--- src/hw/rtl/sbq_pkg.sv ---
package sbq_pkg;

	localparam int SAMPLE_BITS    = 24;
	localparam int COEF_FRAC_BITS = 21;
	localparam int STATE_BITS     = 32;
	localparam int REG_BITS       = 24;
	localparam int GAIN_FRAC_BITS = 23;
	localparam int PEAK_BITS      = SAMPLE_BITS - 1;
	localparam int NUM_CH         = 2;
	localparam int REG_IDX_W      = 3;

	// Multiplier operands hold a sign-extended register or sample, or a zero-extended gain.
	localparam int MUL_W  = REG_BITS + 1;
	localparam int PROD_W = 2 * MUL_W;
	localparam int ACC_W  = PROD_W + 2;

	localparam logic signed [REG_BITS-1:0] COEF_ONE  = REG_BITS'(1) <<< COEF_FRAC_BITS;
	localparam logic [REG_BITS-1:0]        GAIN_ONE  = REG_BITS'(1) << GAIN_FRAC_BITS;
	localparam logic [REG_BITS-1:0]        PAN_CENTER = REG_BITS'(5931642);

	typedef enum logic [REG_IDX_W-1:0] {
		REG_B0,
		REG_B1,
		REG_B2,
		REG_A1,
		REG_A2,
		REG_TRACK_GAIN,
		REG_PAN_LEFT,
		REG_PAN_RIGHT
	} reg_idx_t;

	typedef struct packed {
		logic signed [REG_BITS-1:0] b0;
		logic signed [REG_BITS-1:0] b1;
		logic signed [REG_BITS-1:0] b2;
		logic signed [REG_BITS-1:0] a1;
		logic signed [REG_BITS-1:0] a2;
		logic [REG_BITS-1:0]        track_gain;
		logic [REG_BITS-1:0]        pan_left;
		logic [REG_BITS-1:0]        pan_right;
	} cfg_regs_t;

	typedef enum logic [2:0] {
		MUL_B0X,
		MUL_B1X,
		MUL_A1Y,
		MUL_B2X,
		MUL_A2Y,
		MUL_GY,
		MUL_PG
	} mul_sel_t;

	typedef struct packed {
		logic     load;
		logic     mul_en;
		mul_sel_t mul_sel;
		logic     y_en;
		logic     acc_en;
		logic     z1_en;
		logic     z2_en;
		logic     g_en;
		logic     mag_en;
		logic     fin_en;
	} dp_cmd_t;

endpackage

--- src/hw/rtl/sbq_ctrl.sv ---
module sbq_ctrl
	import sbq_pkg::*;
(
	input  logic    clk,
	input  logic    arst_n,
	input  logic    in_valid,
	output logic    in_stall,
	output logic    out_valid,
	input  logic    out_stall,
	output dp_cmd_t cmd
);

	typedef enum logic [3:0] {
		ST_IDLE,
		ST_B0,
		ST_B1,
		ST_A1,
		ST_B2,
		ST_A2,
		ST_GN,
		ST_GS,
		ST_PN,
		ST_FIN
	} state_t;

	state_t state_q;
	logic   out_valid_q;
	logic   accept;
	logic   fin_go;

	assign in_stall  = (state_q != ST_IDLE);
	assign accept    = in_valid && !in_stall;
	assign fin_go    = (state_q == ST_FIN) && (!out_valid_q || !out_stall);
	assign out_valid = out_valid_q;

	always_comb begin
		cmd = '0;
		cmd.mul_sel = MUL_B0X;
		unique case (state_q)
			ST_IDLE: begin
				cmd.load = accept;
			end
			ST_B0: begin
				cmd.mul_en = 1'b1;
				cmd.mul_sel = MUL_B0X;
			end
			ST_B1: begin
				cmd.mul_en = 1'b1;
				cmd.mul_sel = MUL_B1X;
				cmd.y_en = 1'b1;
			end
			ST_A1: begin
				cmd.mul_en = 1'b1;
				cmd.mul_sel = MUL_A1Y;
				cmd.acc_en = 1'b1;
			end
			ST_B2: begin
				cmd.mul_en = 1'b1;
				cmd.mul_sel = MUL_B2X;
				cmd.z1_en = 1'b1;
			end
			ST_A2: begin
				cmd.mul_en = 1'b1;
				cmd.mul_sel = MUL_A2Y;
				cmd.acc_en = 1'b1;
			end
			ST_GN: begin
				cmd.mul_en = 1'b1;
				cmd.mul_sel = MUL_GY;
				cmd.z2_en = 1'b1;
			end
			ST_GS: begin
				cmd.g_en = 1'b1;
			end
			ST_PN: begin
				cmd.mul_en = 1'b1;
				cmd.mul_sel = MUL_PG;
				cmd.mag_en = 1'b1;
			end
			ST_FIN: begin
				cmd.fin_en = fin_go;
			end
			default: ;
		endcase
	end

	always_ff @(posedge clk or negedge arst_n) begin
		if (!arst_n) begin
			state_q     <= ST_IDLE;
			out_valid_q <= 1'b0;
		end else begin
			unique case (state_q)
				ST_IDLE: if (accept) state_q <= ST_B0;
				ST_B0:   state_q <= ST_B1;
				ST_B1:   state_q <= ST_A1;
				ST_A1:   state_q <= ST_B2;
				ST_B2:   state_q <= ST_A2;
				ST_A2:   state_q <= ST_GN;
				ST_GN:   state_q <= ST_GS;
				ST_GS:   state_q <= ST_PN;
				ST_PN:   state_q <= ST_FIN;
				ST_FIN:  if (fin_go) state_q <= ST_IDLE;
				default: state_q <= ST_IDLE;
			endcase
			if (fin_go) begin
				out_valid_q <= 1'b1;
			end else if (out_valid_q && !out_stall) begin
				out_valid_q <= 1'b0;
			end
		end
	end

	a_accept_starts: assert property (@(posedge clk) disable iff (!arst_n)
		(in_valid && !in_stall) |=> (state_q == ST_B0))
		else $error("accepted beat did not start the filter sequence");

	a_valid_from_fin: assert property (@(posedge clk) disable iff (!arst_n)
		$rose(out_valid_q) |-> $past(state_q == ST_FIN))
		else $error("result raised without a finishing step");

	a_no_overwrite: assert property (@(posedge clk) disable iff (!arst_n)
		cmd.fin_en |-> (!out_valid_q || !out_stall))
		else $error("pending result overwritten");

	a_fin_leaves: assert property (@(posedge clk) disable iff (!arst_n)
		cmd.fin_en |=> (state_q == ST_IDLE && out_valid_q))
		else $error("finishing step did not present a result");

endmodule

--- config.mk ---
export PLATFORM = sky130hd
export DESIGN_NAME = sbq_ctrl
export DESIGN_NICKNAME = d
export VERILOG_FILES = /design/src/hw/rtl/sbq_pkg.sv /design/src/hw/rtl/sbq_ctrl.sv
export SDC_FILE = /design/constraint.sdc
export NUM_CORES = 1
export LEC_CHECK = 0
export BUFFER_PORTS_ARGS = -buffer_cell sky130_fd_sc_hd__buf_2
export CORE_AREA = 4 4 41 43
export DETAILED_ROUTE_END_ITERATION = 10
export DIE_AREA = 0 0 45 47
export SYNTH_ARGS = -nofsm -noshare
export SYNTH_HDL_FRONTEND = slang
export SYNTH_SLANG_ARGS = --single-unit
--- constraint.sdc ---
create_clock -name clk -period 1.1 [get_ports clk]
set_input_delay 0.055 -clock clk [delete_from_list [all_inputs] [get_ports clk]]
set_output_delay 0.055 -clock clk [all_outputs]
set_load 0.02 [all_outputs]
==> key figures <==
Pwr
  • Peak supply drop: 1790 uV
  • Leakage: 0.406 nW
  • PwrDens: roughly 3400 nW/um^2

Clock tree
  • Clock root buffer: clkbuf_4
  • TritonCTS Sinks: 5
  • Clk slew on worst S/H paths: 0.04 ns
  • Insertion delay to the later sink of the worst-skew pair: 0.24 ns
  • Clk buf depth: 2
  • H-Tree Depth: 1
  • CTS buffer count: 3
  • TritonCTS clock tree: yes

Yosys
  • Mapped Area: 400 um^2
  • Post-synth EDFFs: 0
  • Post-synthesis cell count: 47
  • Synth top area share: a little under a third
  • Post-synth ARST share: 100%
  • Ys Warns: 0
  • Largest cells by area after synthesis: dfrtp_1 31%, nor4b_1 4.4%, xnor2_1 4.4%, buf_2 3.8%, buf_4 3.8%
  • Mapped Nets: 51
  • Area leader, netlist: dfrtp_1
  • Mapped Avg Cell Area: 8.52 um^2
  • Synth cell types: 29
  • Ys flop type: dfrtp_1
  • Synthesized flop and latch total: 5
  • Sequential share of the synthesized area: a little under a third

Drt
  • Routed WL per cell: about 14 um
  • # DRC: 0
  • Antenna-violating nets left: 0
  • Detailed router's first-iteration violation count: 7
  • Routed vias: 481
  • TritonRoute pass-1 iters: 3
  • DRT Wirelength: 1.39 mm
  • Drt via density: 4.86

Placed design
  • Cells after DPL: 89
  • PortBufs: 17
  • HPWL Detailed: 818 um
  • Global placement routability congestion: 0.771
  • Setup WS pre-CTS: -0.252 ns

Timing
  • Skew final: ~0.0029 ns
  • Fmax: 644 MHz
  • Measured slew at the worst slew-check pin: 0.288 ns
  • Final Hold Fails: 0
  • Post-route setup slack: -0.453 ns
  • Min Tclk post-route: 1.55 ns
  • Final setup violation count: 16
  • RSZ-0062 raised after global routing: true
  • Crit share post-route: 141%
  • Worst rel slew slack: 80.6%
  • Setup TNS Final: -5.04 ns
  • WHS: around 0.07 ns
  • Max Transition Viols Final: 0

GRT
  • Grt total ovfl: 0
  • Vias in the first global route: approximately 500
  • GR Util met2: 25.1%
  • GR Layer Usage met3: 3.83%
  • Largest net degree at the start of global routing: 10
  • Busiest grt layer: met2
  • Initial antenna violation count: 0
  • Met1 usage: 16.7%
  • First-pass GRT wire length: 2.21 mm
  • Global Route Usage Sum: 14.6%

Floorplan
  • IO Pins: 18
  • Row count: 13
  • Initial Utilization: 30.8%
  • DIE WIDTH: ~45 um
  • Core Region: 1300 um^2
  • Vert. Die Dim: 47 um
  • Die area: 2120 um^2

Finish
  • Area Growth Syn to Fin: 120%
  • Register area: 128 um^2
  • Nets: slightly below 90
  • Layout fillers: 99
  • Area of the multi-input gates: ~370 um^2
  • Antenna diodes: 0
  • Layout cell share with drive strength beyond 1: 79.8%
  • Finished Layout Cells: 99

Critical path
  • Req. time, crit path: 1.04 ns
  • Setup CP Type: register to output port
  • Worst setup SP type: register
  • Setup crit end kind: output port
  • CP max FO: 4
  • CP arrival: approximately 1.5 ns

Run
  • Maxcap violations: 0

Outcome
  • Outcome: complete, but fails checks
  • Failing checks: setup timing

Hold path
  • Worst hold path class: primary input to register
## layer usage
metal	up-vias	share of wire, %
li1	239	-
met1	225	39
met2	15	55
met3	2	5.3
met4	0	0.72
met5	-	0
## power by group
| group | leakage [nW] | total [W] | switching (W) | internal [W] |
|---|---|---|---|---|
| clock | 0.0150 | 0.000211 | 0.0000744 | 0.000137 |
| combinational | 0.330 | 0.00246 | 0.00119 | 0.00127 |
| sequential | 0.0613 | 0.000345 | 0.0000804 | 0.000264 |
## metrics by stage
step                power [W]  cell area, um^2  util (%)
detailed placement    0.00200              629      48.4
global route          0.00321              881      67.7
CTS                   0.00275              802      61.6
floorplan             0.00139              443         -
global placement      0.00198              629      48.4
finish                0.00302              881      67.7
## registers in the layout (all words and copies together), names as in the netlist
name	cells
state_q	4
out_valid	1
## path summary, 6_finish.rpt
kind	end	cells after the start	from	slack, ns
worst min-delay path	out_valid	3	out_stall	0.07
max in group asynchronous	state_q[1]	2	arst_n	0.78
min in group asynchronous	state_q[2]	2	arst_n	0.17
worst min register to register	out_valid	2	out_valid	0.53
worst max register to register	out_valid	4	state_q[2]	-0.19
worst max-delay path	cmd[8]	3	state_q[3]	-0.45
## critical path, cell delays in order, from the launching register on
cell,delay [ns]
dfrtp_1,0.41
or4b_4,0.57
o311ai_2,0.09
buf_4,0.18
## timing repair
action                                 in CTS  in global routing
setup endpoints to repair                  18                 18
buffers inserted                            2                  3
hold buffers                                1                  0
pin swaps                                   2                  4
gates resized for setup                    30                 15
endpoints found under the hold margin       5                  0
## cell type report
type | count | area share, %
Clock buffer | 4 | 2.98
Inverter | 4 | 1.99
Multi-Input combinational cell | 33 | 41.8
Sequential cell | 5 | 14.5
Tap cell | 15 | 2.13
Timing Repair Buffer | 38 | 36.6
## cell families after synthesis
logic type | share of synthesized area [%]
AOI/OAI and AO/OA | 18.8
buffers and inverters | 11.2
DFF | 31.3
and+or+nand+nor | 34.4
xor gates and xnor gates | 4.38
## synth_stat cells (2+ instances only)
cell / count
buf_2: 3
buf_4: 2
dfrtp_1: 5
inv_1: 4
nand2_1: 2
nor2_1: 3
nor2b_1: 2
nor3_1: 2
nor4b_1: 2
o21ai_1: 2
xnor2_1: 2
## cells in the final DEF (no fill, tap or decap), types with 2 or more instances in the layout
cell type / n
buf_2: 7
buf_4: 16
buf_6: 14
clkbuf_4: 3
dfrtp_1: 3
dfrtp_2: 2
inv_1: 2
nand2_1: 2
nor2_1: 2
nor4_4: 2
o21ai_2: 2
or4b_4: 2
(Power assumes the default switching activity.)
