--- src/hw/rtl/sbq_pkg.sv ---
package sbq_pkg;

	localparam int SAMPLE_BITS    = 24;
	localparam int COEF_FRAC_BITS = 21;
	localparam int STATE_BITS     = 32;
	localparam int REG_BITS       = 24;
	localparam int GAIN_FRAC_BITS = 23;
	localparam int PEAK_BITS      = SAMPLE_BITS - 1;
	localparam int NUM_CH         = 2;
	localparam int REG_IDX_W      = 3;

	// Multiplier operands hold a sign-extended register or sample, or a zero-extended gain.
	localparam int MUL_W  = REG_BITS + 1;
	localparam int PROD_W = 2 * MUL_W;
	localparam int ACC_W  = PROD_W + 2;

	localparam logic signed [REG_BITS-1:0] COEF_ONE  = REG_BITS'(1) <<< COEF_FRAC_BITS;
	localparam logic [REG_BITS-1:0]        GAIN_ONE  = REG_BITS'(1) << GAIN_FRAC_BITS;
	localparam logic [REG_BITS-1:0]        PAN_CENTER = REG_BITS'(5931642);

	typedef enum logic [REG_IDX_W-1:0] {
		REG_B0,
		REG_B1,
		REG_B2,
		REG_A1,
		REG_A2,
		REG_TRACK_GAIN,
		REG_PAN_LEFT,
		REG_PAN_RIGHT
	} reg_idx_t;

	typedef struct packed {
		logic signed [REG_BITS-1:0] b0;
		logic signed [REG_BITS-1:0] b1;
		logic signed [REG_BITS-1:0] b2;
		logic signed [REG_BITS-1:0] a1;
		logic signed [REG_BITS-1:0] a2;
		logic [REG_BITS-1:0]        track_gain;
		logic [REG_BITS-1:0]        pan_left;
		logic [REG_BITS-1:0]        pan_right;
	} cfg_regs_t;

	typedef enum logic [2:0] {
		MUL_B0X,
		MUL_B1X,
		MUL_A1Y,
		MUL_B2X,
		MUL_A2Y,
		MUL_GY,
		MUL_PG
	} mul_sel_t;

	typedef struct packed {
		logic     load;
		logic     mul_en;
		mul_sel_t mul_sel;
		logic     y_en;
		logic     acc_en;
		logic     z1_en;
		logic     z2_en;
		logic     g_en;
		logic     mag_en;
		logic     fin_en;
	} dp_cmd_t;

endpackage

--- src/hw/rtl/sbq_cfg.sv ---
module sbq_cfg
	import sbq_pkg::*;
(
	input  logic                 clk,
	input  logic                 arst_n,
	input  logic                 cfg_valid,
	output logic                 cfg_ready,
	input  logic [REG_IDX_W-1:0] cfg_index,
	input  logic [REG_BITS-1:0]  cfg_data,
	output cfg_regs_t            regs
);

	cfg_regs_t regs_q;

	assign cfg_ready = 1'b1;
	assign regs = regs_q;

	always_ff @(posedge clk or negedge arst_n) begin
		if (!arst_n) begin
			regs_q.b0         <= COEF_ONE;
			regs_q.b1         <= '0;
			regs_q.b2         <= '0;
			regs_q.a1         <= '0;
			regs_q.a2         <= '0;
			regs_q.track_gain <= GAIN_ONE;
			regs_q.pan_left   <= PAN_CENTER;
			regs_q.pan_right  <= PAN_CENTER;
		end else if (cfg_valid && cfg_ready) begin
			unique case (reg_idx_t'(cfg_index))
				REG_B0:         regs_q.b0         <= cfg_data;
				REG_B1:         regs_q.b1         <= cfg_data;
				REG_B2:         regs_q.b2         <= cfg_data;
				REG_A1:         regs_q.a1         <= cfg_data;
				REG_A2:         regs_q.a2         <= cfg_data;
				REG_TRACK_GAIN: regs_q.track_gain <= cfg_data;
				REG_PAN_LEFT:   regs_q.pan_left   <= cfg_data;
				REG_PAN_RIGHT:  regs_q.pan_right  <= cfg_data;
				default: ;
			endcase
		end
	end

endmodule

--- config.mk ---
export PLATFORM = sky130hd
export DESIGN_NAME = sbq_cfg
export DESIGN_NICKNAME = d
export VERILOG_FILES = /design/src/hw/rtl/sbq_pkg.sv /design/src/hw/rtl/sbq_cfg.sv
export SDC_FILE = /design/constraint.sdc
export NUM_CORES = 1
export LEC_CHECK = 0
export BUFFER_PORTS_ARGS = -buffer_cell sky130_fd_sc_hd__buf_4
export CAP_MARGIN = 20
export CORE_MARGIN = 5
export CORE_UTILIZATION = 51
export DETAILED_ROUTE_END_ITERATION = 8
export PLACE_DENSITY_LB_ADDON = 0.08
export SLEW_MARGIN = 15
export SYNTH_ARGS = -nofsm -noshare
export SYNTH_HDL_FRONTEND = slang
export SYNTH_SLANG_ARGS = --single-unit
--- constraint.sdc ---
create_clock -name clk -period 0.9 [get_ports clk]
set_input_delay 0 -clock clk [delete_from_list [all_inputs] [get_ports clk]]
set_output_delay 0 -clock clk [all_outputs]
set_load 0.005 [all_outputs]
==> impl_metrics.py, run 1 <==
metrics = {
    "drt": {
        "via_per_inst": 5.15,
        "drt_wl_total_um": 21000,
        "drc": 0,
        "vias": 4905,
        "detail_route.wl_per_cell_um": 22.1,
        "ant_nets": 0,
        "drt_iter0_markers": 242,
        "drt-pass1-iter-count": 4,
    },
    "timing": {
        "slew_viol_final": 0,
        "layout_min_cycle_time_ns": 1.09,
        "rsz0062_at_grt": "true",
        "hold_ws_ns": -0.0202,
        "timing.fmax_mhz": 914,
        "skew_ns": 0,
        "finalCritPeriodShare_pct": 122,
        "finalSetupViolCount": 230,
        "setup_ws_ns": -0.194,
        "hold_viol_final": 10,
    },
    "outcome": {
        "violations": "hold timing, setup timing",
        "status": "complete, but fails checks",
    },
    "synth": {
        "syn_area_per_cell_sq_um": 17.5,
        "ys_ff_latch": 192,
        "netlist_instances": 417,
        "yosysUniqueCellTypes": 12,
        "syn_nets": 447,
        "ys_seq_area_share_pct": 66.3,
        "synth_area_sq_um": 7290,
        "yosys_warnings": 0,
    },
    "final_layout": {
        "drive_gt1_share_pct": 74.5,
        "antenna_cells": 0,
        "fin_nets": 789,
        "area_growth_pct": 64.8,
        "largest_reg_flops": 192,
        "nFillCells": 613,
    },
    "power_and_ir_drop": {
        "p_leak_nw": 5.72,
        "pwr-share-clk_pct": 27.4,
        "p_per_area_nw_per_um2": 2450,
        "p_switching_w": 0.00738,
        "power_frac_comb_pct": 30.6,
        "internal_power_w": 0.0221,
        "ir_drop_v": 0.00193,
        "power.share.sequential_pct": 42.0,
        "total_power_w": 0.0295,
        "power_switching_share_pct": 25.0,
    },
    "grt": {
        "grt_antenna_before_repair": 0,
        "grt_use_total_pct": 25.5,
        "grt_pass1_wl_um": 32200,
        "grt_overflow": 0,
        "first_global_vias": 5374,
        "grt_start_max_net_pins": 47,
    },
    "clock_tree": {
        "clock-root-buffer": "clkbuf_16",
        "cts.sinks": 192,
        "clkTransAtPathRegs_ns": 0.07,
        "insertion_delay_ns": 0.43,
        "clk_path_buf_depth": 2,
        "cts_buffers": 17,
        "cts_tree": "yes",
        "htreeDepth": 4,
    },
    "die": {
        "die_h_um": 130,
        "coreArea_sq_um": 13900,
        "start_util_pct": 52.3,
        "io_pins": 223,
        "die-area_sq_um": 16800,
        "num_rows": 43,
        "fp.dieW_um": 130,
    },
    "setup_path": {
        "rrSetupSlack_ns": -0.03,
        "critPathMaxFanout": 2,
        "path_cells": "buf_6",
        "crit_arrival_ns": 1.09,
        "crit_buf_inv": 1,
        "cp_slowest_cell": "dfstp_2",
        "cp-end-kind": "output pin",
        "worstPathRequired_ns": 0.90,
        "cp_slowest_stage_delay_ns": 0.56,
        "critPathLaunchType": "flip-flop",
        "cp_top_family": "flip-flops",
        "critPathKind": "reg2out",
    },
    "placed_design": {
        "port_buffers": 221,
        "dpl.hpwl_um": 13100,
        "place.gp.congestion": 0.751,
        "pre_cts_slack_ns": -0.393,
    },
    "worst_hold_path": {
        "hold_path.class": "in2async",
    },
    "job": {
        "cap_viol_max_count": 0,
    },
}
[cells in the mapped netlist, drive strengths merged]
| cell | n | area, sq um |
|---|---|---|
| buf | 24 | 186 |
| conb | 1 | 3.75 |
| mux2 | 192 | 2160 |
| nand4 | 1 | 6.26 |
| dfstp | 24 | 631 |
| nand4b | 3 | 45.0 |
| dfrtp | 168 | 4200 |
| nor4bb | 3 | 30.0 |
| nor4b | 1 | 23.8 |
[stage by stage]
stage | instance area, sq um | std cells | TNS, ns | utilization [%]
global route | 12000 | 952 | -20.61 | 86.2
finish | 12000 | 952 | -13.04 | 86.2
detailed placement | 9680 | 824 | -54.28 | 69.4
floorplan | 7670 | 417 | -27.43 | -
CTS | 11700 | 938 | -14.31 | 84.1
global placement | 9680 | 824 | -48.70 | 69.4
[kinds of logic (layout without fill, tap and decap cells)]
group | after synthesis | count (layout) | synth area share [%]
muxes | 192 | 192 | 29.6
buffers and inverters | 24 | 379 | 2.56
DFF | 192 | 192 | 66.3
other | 1 | 1 | 0.0514
and+or+nand+nor | 8 | 8 | 1.44
[cell usage in the layout (no fill, tap or decap)]
cell | netlist | layout
buf_6 | 9 | 237
inv_6 | 0 | 2
clkbuf_16 | 0 | 17
mux2_2 | 191 | 109
dfstp_2 | 24 | 24
buf_12 | 0 | 11
bufinv_16 | 0 | 4
mux2_4 | 0 | 82
dlygate4sd3_1 | 0 | 25
clkbuf_8 | 0 | 2
mux2_1 | 1 | 1
nor4bb_4 | 0 | 3
clkinv_4 | 0 | 2
nand4b_2 | 3 | 3
nor4b_4 | 1 | 1
clkbuf_1 | 0 | 1
buf_4 | 4 | 74
clkinv_2 | 0 | 2
clkinvlp_4 | 0 | 2
conb_1 | 1 | 1
dfrtp_1 | 168 | 168
nand4_1 | 1 | 1
[final timing paths]
check	startpoint	endpoint	depth (start not counted)
min in group clk	cfg_index[1]	regs[39]	4
hold reg to reg	regs[181]	regs[181]	1
hold / removal	arst_n	regs[62]	2
setup reg to reg	regs[163]	regs[163]	2
setup / recovery	regs[43]	regs[43]	1
max in group asynchronous	arst_n	regs[6]	3
[power by group through the flow]
stage,registers [W],clock network [W],logic [W]
2_1_floorplan,0.0119,0,0.00229
6_report,0.0124,0.00807,0.00902
3_3_place_gp,0.0119,0,0.00628
3_5_place_dp,0.0120,0,0.00642
5_1_grt,0.0126,0.00855,0.00959
4_1_cts,0.0122,0.00811,0.00851
[per-layer routing]
| metal | part of all wire, % | track usage [%] | vias up |
|---|---|---|---|
| met5 | 0 | 0 | - |
| met4 | 1.9 | 7.58 | 0 |
| met3 | 7.6 | 7.42 | 26 |
| met2 | 49 | 41.3 | 185 |
| met1 | 41 | 33.9 | 2531 |
| li1 | - | - | 2163 |
[what timing repair did]
item / CTS / global route
gates resized for setup: 193 / 52
endpoints found under the setup margin: 192 / 249
endpoints found under the hold margin: 384 / 0
hold buffers: 25 / 0
buffers inserted: 57 / 14
[cell type report]
| cell class | instances | area, sq um | area share [%] |
|---|---|---|---|
| Sequential cell | 192 | 4830 | 40.2 |
| Timing Repair Buffer | 347 | 3690 | 30.8 |
| Multi-Input combinational cell | 201 | 2620 | 21.8 |
| Clock buffer | 20 | 457 | 3.80 |
| Tap cell | 180 | 225 | 1.87 |
| Clock inverter | 12 | 180 | 1.50 |
Power figures use the tool's default switching activity.
==> run 2, diff against run 1 <==
--- a/config.mk
+++ b/config.mk
@@ -5,7 +5,7 @@
 export SDC_FILE = /design/constraint.sdc
 export NUM_CORES = 1
 export LEC_CHECK = 0
-export BUFFER_PORTS_ARGS = -buffer_cell sky130_fd_sc_hd__buf_4
+export BUFFER_PORTS_ARGS = -buffer_cell sky130_fd_sc_hd__buf_2
 export CAP_MARGIN = 20
 export CORE_MARGIN = 5
 export CORE_UTILIZATION = 51
==> impl_metrics.py, run 2 (synthesis results as in run 1) <==
metrics = {
    "setup_path": {
        "critPathMaxFanout": 2,
        "crit_arrival_ns": 1.08,
        "timing.rr.start": "regs[89]",
        "rrSetupSlack_ns": -0.02,
        "path_cells": "buf_2",
        "worstPathRequired_ns": 0.90,
        "crit_buf_inv": 1,
        "critPathLaunchType": "flip-flop",
        "critPathKind": "reg2out",
        "cp_slowest_stage_delay_ns": 0.55,
        "cp.depth": 1,
        "ff2ff_path_depth": 2,
        "cp-end-kind": "output pin",
        "r2r-end": "regs[89]",
        "cp_slowest_cell": "dfstp_2",
        "cp_top_family": "flip-flops",
    },
    "grt": {
        "grt_antenna_before_repair": 0,
        "first_global_vias": 5295,
        "grt_pass1_wl_um": 29300,
        "grt_use_total_pct": 23.2,
        "grt_overflow": 0,
        "grt_start_max_net_pins": 34,
    },
    "final_layout": {
        "largest_reg_flops": 192,
        "final_cell_mix": "buf_2 (199), dfrtp_1 (168), mux2_2 (116), mux2_4 (75), buf_4 (59)",
        "drive_gt1_share_pct": 74.3,
        "regArea_sq_um": 4830,
        "stdcell_area_sq_um": 10700,
        "multiInputGateArea_sq_um": 2600,
        "nFillCells": 865,
        "area_growth_pct": 46.3,
        "final_common_cell": "buf_2",
        "antenna_cells": 0,
        "fin_nets": 783,
    },
    "clock_tree": {
        "cts.sinks": 192,
        "clk_path_buf_depth": 2,
        "cts_tree": "yes",
        "insertion_delay_ns": 0.42,
        "htreeDepth": 4,
        "cts_buffers": 17,
        "clkTransAtPathRegs_ns": 0.07,
        "clock-root-buffer": "clkbuf_16",
    },
    "drt": {
        "drc": 0,
        "vias": 4856,
        "drt-pass1-iter-count": 4,
        "ant_nets": 0,
        "via_per_inst": 5.13,
        "detail_route.wl_per_cell_um": 20.5,
        "drt_iter0_markers": 217,
        "drt_wl_total_um": 19400,
    },
    "placed_design": {
        "dpl.hpwl_um": 12900,
        "place.gp.congestion": 0.778,
        "port_buffers": 221,
        "dpl-instance-area_sq_um": 9130,
    },
    "timing": {
        "finalCritPeriodShare_pct": 120,
        "skew_ns": 0,
        "timing.fmax_mhz": 924,
        "tns_ns": -10.05,
        "setup_ws_ns": -0.182,
        "finalSetupViolCount": 202,
        "hold_ws_ns": 0.0424,
        "rsz0062_at_grt": "true",
        "layout_min_cycle_time_ns": 1.08,
        "slew_viol_final": 0,
        "hold_viol_final": 0,
    },
    "die": {
        "fp.dieW_um": 130,
        "die-area_sq_um": 16800,
        "die_h_um": 130,
        "coreArea_sq_um": 13900,
        "start_util_pct": 52.3,
        "num_rows": 43,
        "io_pins": 223,
    },
    "outcome": {
        "violations": "setup timing",
        "status": "complete, but fails checks",
    },
    "power_and_ir_drop": {
        "ir_drop_v": 0.00133,
        "p_leak_nw": 5.26,
        "total_power_w": 0.0259,
        "p_per_area_nw_per_um2": 2430,
    },
    "worst_hold_path": {
        "hold_path.class": "in2async",
    },
    "job": {
        "cap_viol_max_count": 0,
    },
}
-- run 2: cell count changes in the layout (fill, tap and decap cells not counted), sizes merged --
cell / delta
buf: -6
clkinv: +1
bufinv: -3
inv: -2
clkinvlp: +1
clkbuf: +3
-- run 2: report_power, final --
part	switching, W	total (W)	internal (W)
Combinational	0.00233	0.00675	0.00441
Sequential	0.00116	0.0119	0.0107
Clock	0.00311	0.00727	0.00417
Total	0.00660	0.0259	0.0193
-- run 2: final cells by class --
| type | count | area share (%) |
|---|---|---|
| repair buffers | 341 | 22.8 |
| clock buffers | 23 | 4.67 |
| flip-flops and latches | 192 | 45.3 |
| multi-input cells | 201 | 24.4 |
| clock inverters | 9 | 0.762 |
| well taps | 180 | 2.11 |
-- run 2: worst reg2reg max path, cell delays in order, from the launching register on --
cell     delay (ns)
dfrtp_1        0.42
buf_6          0.13
mux2_4         0.26
-- run 2: worst max-delay path by stage --
stage | startpoint | end | slack (ns)
floorplan | cfg_index[1] | regs[179] | -0.29
global placement | cfg_index[1] | regs[184] | -0.38
detailed placement | cfg_index[1] | regs[179] | -0.40
CTS | regs[189] | regs[189] | -0.20
global route | regs[189] | regs[189] | -0.22
finish | regs[189] | regs[189] | -0.18
-- run 2: per-layer routing --
metal	track usage (%)	vias up	routed length [um]
met1	29.9	2510	7890
met3	8.00	22	1750
met2	37.1	173	9450
li1	-	2151	-
met4	7.33	0	313
met5	0	-	0
-- run 2: stage by stage --
| step | cells | setup slack [ns] | utilization [%] |
|---|---|---|---|
| after floorplan | 417 | -0.286 | - |
| after global placement | 826 | -0.382 | 65.5 |
| after detailed placement | 826 | -0.397 | 65.5 |
| after CTS | 934 | -0.203 | 74.4 |
| after global routing | 946 | -0.222 | 76.5 |
| final | 946 | -0.182 | 76.5 |
-- run 2: repair_timing --
action | 4_1_cts | 5_1_grt
buffers inserted | 51 | 12
hold buffers | 25 | 0
hold endpoints to repair | 371 | 0
resized for setup | 5 | 44
setup endpoints to repair | 192 | 227
